`src/rtl/tspw_pkg.sv`:
```
// ----------------------------------------------------------------------------
// Two-stage page walk: shared package
// Types, codes, constants and the microcode store of the walk sequencer.
// ----------------------------------------------------------------------------
`default_nettype none

package tspw_pkg;

  // Default number of 512-word table pages held in the table memory.
  localparam int unsigned MEM_PAGES_DEFAULT = 64;

  // Table layout.
  localparam int unsigned IDX_BITS   = 9;
  localparam int unsigned PAGE_SHIFT = 12;
  localparam int unsigned PPN_LSB    = 10;
  localparam int unsigned PPN_BITS   = 44;
  localparam int unsigned ENTRY_BITS = 64;
  localparam int unsigned ADDR_BITS  = 56;
  localparam int unsigned GVA_BITS   = 30;
  localparam int unsigned WIDX_BITS  = 15;
  localparam int unsigned ROOT_BITS  = 6;

  // Entry flag positions.
  localparam int unsigned FLAG_V = 0;
  localparam int unsigned FLAG_R = 1;
  localparam int unsigned FLAG_W = 2;
  localparam int unsigned FLAG_X = 3;

  // Result status codes.
  typedef logic [1:0] status_t;
  localparam status_t ST_OK        = 2'd0;
  localparam status_t ST_S1_FAULT  = 2'd1;
  localparam status_t ST_S2_FAULT  = 2'd2;

  // Configuration register indexes.
  localparam logic REG_STAGE1_ROOT = 1'b0;
  localparam logic REG_STAGE2_ROOT = 1'b1;

  // Datapath operations, one per microcode step.
  typedef enum logic [2:0] {
    OP_IDLE,
    OP_WRITE,
    OP_ROOT,
    OP_PTR,
    OP_LEAF,
    OP_DONE,
    OP_FAULT,
    OP_CLEAR
  } op_t;

  // Branch outcome reported by the datapath to the sequencer.
  typedef enum logic [1:0] {
    BR_SEQ,
    BR_A,
    BR_B
  } br_t;

  // Step addresses of the microprogram.
  typedef logic [2:0] step_t;
  localparam step_t STEP_IDLE  = 3'd0;
  localparam step_t STEP_WRITE = 3'd1;
  localparam step_t STEP_ROOT  = 3'd2;
  localparam step_t STEP_PTR   = 3'd3;
  localparam step_t STEP_LEAF  = 3'd4;
  localparam step_t STEP_DONE  = 3'd5;
  localparam step_t STEP_FAULT = 3'd6;
  localparam step_t STEP_CLEAR = 3'd7;

  // One control word: operation, ready flag and the three successor steps.
  typedef struct packed {
    logic  ready;
    op_t   op;
    step_t seq;
    step_t jmp_a;
    step_t jmp_b;
  } ctrl_t;

  // Microcode store. Branch A is the exceptional exit of a step (fault,
  // write dispatch, clear loop); branch B restarts the walk for stage 2 or
  // dispatches a translation.
  function automatic ctrl_t ucode(step_t s);
    ctrl_t w;
    unique case (s)
      STEP_IDLE:  w = '{ready: 1'b1, op: OP_IDLE,  seq: STEP_IDLE,
                        jmp_a: STEP_WRITE, jmp_b: STEP_ROOT};
      STEP_WRITE: w = '{ready: 1'b0, op: OP_WRITE, seq: STEP_IDLE,
                        jmp_a: STEP_IDLE,  jmp_b: STEP_IDLE};
      STEP_ROOT:  w = '{ready: 1'b0, op: OP_ROOT,  seq: STEP_PTR,
                        jmp_a: STEP_FAULT, jmp_b: STEP_FAULT};
      STEP_PTR:   w = '{ready: 1'b0, op: OP_PTR,   seq: STEP_LEAF,
                        jmp_a: STEP_FAULT, jmp_b: STEP_FAULT};
      STEP_LEAF:  w = '{ready: 1'b0, op: OP_LEAF,  seq: STEP_DONE,
                        jmp_a: STEP_FAULT, jmp_b: STEP_ROOT};
      STEP_DONE:  w = '{ready: 1'b0, op: OP_DONE,  seq: STEP_IDLE,
                        jmp_a: STEP_IDLE,  jmp_b: STEP_IDLE};
      STEP_FAULT: w = '{ready: 1'b0, op: OP_FAULT, seq: STEP_IDLE,
                        jmp_a: STEP_IDLE,  jmp_b: STEP_IDLE};
      STEP_CLEAR: w = '{ready: 1'b0, op: OP_CLEAR, seq: STEP_IDLE,
                        jmp_a: STEP_CLEAR, jmp_b: STEP_CLEAR};
    endcase
    return w;
  endfunction

endpackage

`default_nettype wire

```
`src/rtl/tspw_seq.sv`:
```
// ----------------------------------------------------------------------------
// Two-stage page walk: microcode sequencer
// Step counter and microcode store with a three-way branch per step.
// ----------------------------------------------------------------------------
`default_nettype none

module tspw_seq (
  input  wire logic            clk,
  input  wire logic            rst,
  input  wire tspw_pkg::br_t   br,
  output tspw_pkg::ctrl_t      ctrl
);

  tspw_pkg::step_t upc;
  tspw_pkg::step_t upc_next;

  // The control word is read straight from the store at the current step.
  assign ctrl = tspw_pkg::ucode(upc);

  // Successor selection from the branch outcome.
  always_comb begin
    unique case (br)
      tspw_pkg::BR_A: upc_next = ctrl.jmp_a;
      tspw_pkg::BR_B: upc_next = ctrl.jmp_b;
      default:        upc_next = ctrl.seq;
    endcase
  end

  // After reset the program begins with the memory clearing loop.
  always_ff @(posedge clk) begin
    if (rst) begin
      upc <= tspw_pkg::STEP_CLEAR;
    end else begin
      upc <= upc_next;
    end
  end

endmodule

`default_nettype wire

```
`config.mk`:
```
export PLATFORM = sky130hd
export DESIGN_NAME = tspw_seq
export DESIGN_NICKNAME = d
export VERILOG_FILES = /design/src/rtl/tspw_pkg.sv /design/src/rtl/tspw_seq.sv
export SDC_FILE = /design/constraint.sdc
export NUM_CORES = 1
export LEC_CHECK = 0
export BUFFER_PORTS_ARGS = -buffer_cell sky130_fd_sc_hd__buf_2
export CAP_MARGIN = 15
export CORE_AREA = 2 2 39 41
export CTS_BUF_LIST = sky130_fd_sc_hd__clkbuf_4 sky130_fd_sc_hd__clkbuf_8 sky130_fd_sc_hd__clkbuf_16
export CTS_CLUSTER_DIAMETER = 200
export DETAILED_ROUTE_END_ITERATION = 10
export DIE_AREA = 0 0 41 43
export HOLD_SLACK_MARGIN = 0.06
export PLACE_DENSITY = 0.66
export SETUP_SLACK_MARGIN = 0.1
export SLEW_MARGIN = 25
export SYNTH_ARGS = -nofsm -noshare
export SYNTH_HDL_FRONTEND = slang
export SYNTH_SLANG_ARGS = --single-unit
```
`constraint.sdc`:
```
create_clock -name clk -period 1.7 [get_ports clk]
set_input_delay 0.17 -clock clk [delete_from_list [all_inputs] [get_ports clk]]
set_output_delay 0.17 -clock clk [all_outputs]
set_load 0.05 [all_outputs]
```
Word-level counts from Yosys, hierarchy flattened
Memories as Yosys holds them, arrays and structs flattened. A register that Yosys moved wholly into a read port is not among the register bits. Cells that the tools add are included.

Memories: 1. Bits in registers: 0. Logic and storage cells: 5. Input port bits: 4. Output and inout port bits: 13. Memory bits (read-only): 104.

Eq/ne operators: 2. Muxes and demuxes: 2.

Memories: (no name shown) (words 8, width 13, rd ports 1, clocked after memory_dff 1, write ports 0, RTL line tspw_pkg.sv:83) `unique case (s)`.

Operator list (count): $pmux 3 s2 (1); $mux 3 (1); $eq 2x1->1 const B (1); $eq 2x2->1 const B (1).

Logic depth before layout (Yosys ltp)
Word-level depth: 3. Gate-level depth with buffers: 8. Mapped depth without buffers: 8.

Worst setup path after synthesis
Ideal clock, no wire load.

Kind: register -> register. Start point: reg, netlist name ctrl[0]. End point: reg, netlist name ctrl[5]. Library setup time: 0.121 ns. Arrival: 1.728 ns. Data required time: 1.579 ns. Slack: -0.149 ns. Buffers on the path: 0. Cell stages (with the launch flop): 6. Clock period less this slack: 1.849 ns. Path through: dfxtp_1 > a221o_2 > a21oi_1 > inv_1 > ha_1 > mux2_2.

Cells in the longest elaborated chain, start to end: 2.

Ends and longest elaborated chain: $pmux 3 s2 (RTL line tspw_seq.sv:22) `unique case (br)`; $mux 3 (no source line).

Every way passes these cells.

Worst setup path after layout
Start point: reg, netlist name ctrl[1]. End point: reg, netlist name ctrl[5].

Cells in the longest elaborated chain, start to end: 2.

Ends and longest elaborated chain (RTL line): $pmux 3 s2 (tspw_seq.sv:22); $mux 3 (no source line).

Every way passes these cells.

==> results.txt <==
- Cell family contributing the most delay on the critical path: compound AO/OA/AOI/OAI gates
- The via count of the first global-routing pass is about 400.
* Crit path kind: flip-flop to flip-flop
- The die covers around 1800 µm².
- The worst setup path is launched from a flip-flop.
- Initial cell density of the core: 37.4%
* Count of final setup violators: 0
- The endpoint identified for the worst register-to-register timing path is ctrl[5]$_DFF_P_.
- The area growth from synthesis to layout is 49.3%.
- Post-synthesis area per instance: 11.5 µm²
- The count of nets left with antenna violations once routing finished came out at 0.
- In this run the deepest clock path goes through 2 buffers.
- Worst hold-check slack: between 0.2 and 0.25 ns
- CTS tree: built
* Slack of the worst reg-to-reg path: approximately 0.080 ns
- Worst vdd ir: between 600 and 700 µV
- Clock insertion delay at the later pin of the skew report: between 0.2 and 0.3 ns
* Final instance area: a little under 800 µm²
- Layer carrying the most global-route usage: met2
- Maxcap violations: 0
* Pleak: approximately 0.36 nW
- The Yosys step of the flow raised 0 warnings.
* Internal Dissipation: around 0.6 mW
- For this block, the initial DRC count from the detailed router was 5.
- In the final routed layout, each cell accounts on average for about 12 µm.
- Setup total negative slack on the finished layout was measured at 0 ns.
- Derived from the worst setup path, the maximum achievable clock frequency is 617 MHz.
- Pin placement for this block handled 17 I/O pins.
- The post-route netlist has 75.7% of its cells at a drive strength greater than 1.
- In this run the tightest slew margin relative to its limit is between 70% and 80%.
- Net count after synthesis: 54
- Number of standard-cell rows in the floorplan: 14
- Startpoint of the most critical hold path: rst
- RSZ-0062 raised after global routing: yes
- Traced cell by cell, the critical path runs through a221oi_4 -> a21oi_2 -> nor2_1 -> ha_4 -> mux2_2.
- Detailed placement ended at an HPWL of between 700 and 800 µm.
- Clock period minus worst slack: 1.62 ns
* Core Area: around 1400 µm²
- The pre-antenna-repair detailed-routing pass consisted of 4 iterations.
- The tightest min-delay check is of the input pin to flip-flop type.
- Cell area reported after detailed placement: approximately 700 µm²
- Worst path arrival time: between 1.5 and 2 ns
- At the pin with the least slew margin, the transition time is around 0.31 ns.
- Fraction of met3 tracks used by global routing: 1.57%
- Counting every sink on the clock net gives 12.
* Number of nets in the finished design: 80
* Detailed-route DRC error count: 0
* Maximum fanout along the worst path: 3
- Global routing used between 20% and 30% of the available met2 tracks.
- The flow ran to the end, and the final reports show no timing, DRC or antenna violations.
- Hold-critical path endpoint: ctrl[10]$_DFF_P_
- In the routed layout, each cell is associated on average with a via count of 4.86.
- CTS built an H-tree with a depth of 1.
* FF-to-FF path depth: 5
- Die outline height: ~43 µm
- Total CTS buffers: 3
- Antenna fix cells: 0
- Gate count after technology mapping: 45
* Most common cell after layout, fill and taps aside: sky130_fd_sc_hd__buf_2
- Global-route wire length before repair: between 1.5 and 2 mm
- Between clock sinks in the finished design, the worst skew comes to 0.000856 ns.
- For this run, global-route usage on met1 was measured as 14.5%.
* Leading cell types in the layout, fill and taps excluded: sky130_fd_sc_hd__buf_2, sky130_fd_sc_hd__inv_1, sky130_fd_sc_hd__buf_4
- Power density over the cells: 1350 nW/µm²
* Slew Limit Fails: 0
- Clock share of power: a little over a fifth
* Global placer's final weighted congestion: ~0.75
- The die is 41 µm wide.
- Number of buffer and inverter instances along the worst setup path: 0
- Hold depth: 2
* Root Driver: sky130_fd_sc_hd__clkbuf_4
* Combinational Power Share: a little over two fifths
* Via count of the routed design: ~420
- The number of antenna violations at the first check in global routing was 0.
* GR Overflow Total: 0
- Utilization after layout: 55.9%
- Register share of total power: 35.7%
- Critical Path Max Stage Delay: 0.35 ns
- WP data required: about 1.9 ns
- In this run the cell area of the synthesized design comes to 518 µm².
- The worst setup path is captured at a flip-flop.
* Synth unique cells: 15
* Total of fill cells in the finished design: 108
- Pin count of the biggest net entering global routing: 9
- Number of flip-flops in the largest register: 12
- IO Port Bufs: 16
- Switching component of the power: 0.427 mW
- Synthesis inferred 12 register bits.
* Critical R2R Launch: ctrl[1]$_DFF_P_
* Hold violation total from the final report: 0
* Max stage delay cell, worst path: sky130_fd_sc_hd__dfxtp_4
- For this block, the routed nets add up to roughly 1.1 mm of wire.
* Total Routing Usage GR: 14.1%
- Sequential elements use approximately 46% of the synthesized area.
- The worst path uses between 90% and 100% of the clock period.
- In this run switching power makes up 40.8% of total power.
* Clock-pin transition on the worst setup and hold timing paths: 0.07 ns
-- per-layer routing --
metal  routed length, µm  vias to the layer above
met5                   0                        -
met2                 527                       21
met3                  61                        7
met4                  53                        0
li1                    -                      202
met1                 430                      188
-- synth_stat cells --
| master | number | area, µm² |
|---|---|---|
| sky130_fd_sc_hd__a21oi_1 | 2 | 10.0 |
| sky130_fd_sc_hd__a21oi_4 | 1 | 16.3 |
| sky130_fd_sc_hd__a221o_2 | 2 | 22.5 |
| sky130_fd_sc_hd__a221oi_1 | 2 | 17.5 |
| sky130_fd_sc_hd__and2_2 | 2 | 15.0 |
| sky130_fd_sc_hd__and2b_2 | 1 | 8.76 |
| sky130_fd_sc_hd__buf_4 | 1 | 7.51 |
| sky130_fd_sc_hd__dfxtp_1 | 12 | 240 |
| sky130_fd_sc_hd__ha_1 | 5 | 62.6 |
| sky130_fd_sc_hd__inv_1 | 7 | 26.3 |
| sky130_fd_sc_hd__mux2_2 | 5 | 56.3 |
| sky130_fd_sc_hd__mux2i_1 | 1 | 10.0 |
| sky130_fd_sc_hd__nor2_1 | 1 | 3.75 |
| sky130_fd_sc_hd__or2_2 | 1 | 6.26 |
| sky130_fd_sc_hd__or2b_1 | 2 | 15.0 |
-- cell type report --
cell class	instances	area (µm²)	area share [%]
well taps	16	20.0	2.59
flip-flops and latches	12	256	33.2
multi-input cells	25	309	40.0
clock buffers	4	36.3	4.69
inverters	7	26.3	3.40
repair buffers	22	125	16.2
-- timing repair --
action | CTS | global route
pin swaps | 1 | 2
endpoints found under the setup margin | 3 | 4
gates resized for setup | 3 | 3
buffers inserted | 0 | 1
hold buffers | 0 | 0
endpoints found under the hold margin | 0 | 0
-- through the flow --
stage	setup slack (ns)	total power, mW	std cells
after global routing	0.0317	1.09	86
after detailed placement	-0.117	0.787	81
after floorplan	0.0740	0.694	45
after global placement	-0.109	0.785	81
final	0.0797	1.04	86
after CTS	0.105	1.03	85
-- worst max path at each step --
stage               slack (ns)               to               start  cells after the start
global route              0.03  ctrl[5]$_DFF_P_     ctrl[1]$_DFF_P_                      5
detailed placement       -0.12  ctrl[8]$_DFF_P_               br[0]                      8
finish                    0.08  ctrl[5]$_DFF_P_     ctrl[1]$_DFF_P_                      5
global placement         -0.11  ctrl[5]$_DFF_P_               br[0]                      8
floorplan                 0.07  ctrl[5]$_DFF_P_               br[0]                      7
CTS                       0.11  ctrl[5]$_DFF_P_  ctrl[0]$_SDFF_PP0_                      5
-- worst reg2reg max path, stage by stage, from the launching register on --
cell	delay [ns]
sky130_fd_sc_hd__dfxtp_4	0.35
sky130_fd_sc_hd__a221oi_4	0.30
sky130_fd_sc_hd__a21oi_2	0.08
sky130_fd_sc_hd__nor2_1	0.27
sky130_fd_sc_hd__ha_4	0.26
sky130_fd_sc_hd__mux2_2	0.25
-- power groups by stage --
stage                     registers [mW]  logic (mW)  clock network, mW
after floorplan                    0.542       0.151                  0
after global placement             0.373       0.413                  0
after detailed placement           0.375       0.412                  0
after CTS                          0.374       0.424              0.234
after global routing               0.378       0.471              0.240
final                              0.373       0.442              0.230
-- kinds of logic (layout without fill, tap and decap cells) --
logic type      Yosys count  after routing  synth area share [%]
mux                       6              6                  12.8
simple gates              7              7                  9.42
buf+inv                   8             33                  6.52
compound gates            7              7                  12.8
flops                    12             12                  46.4
fa+ha+maj                 5              5                  12.1
Power figures use the tool's default switching activity.
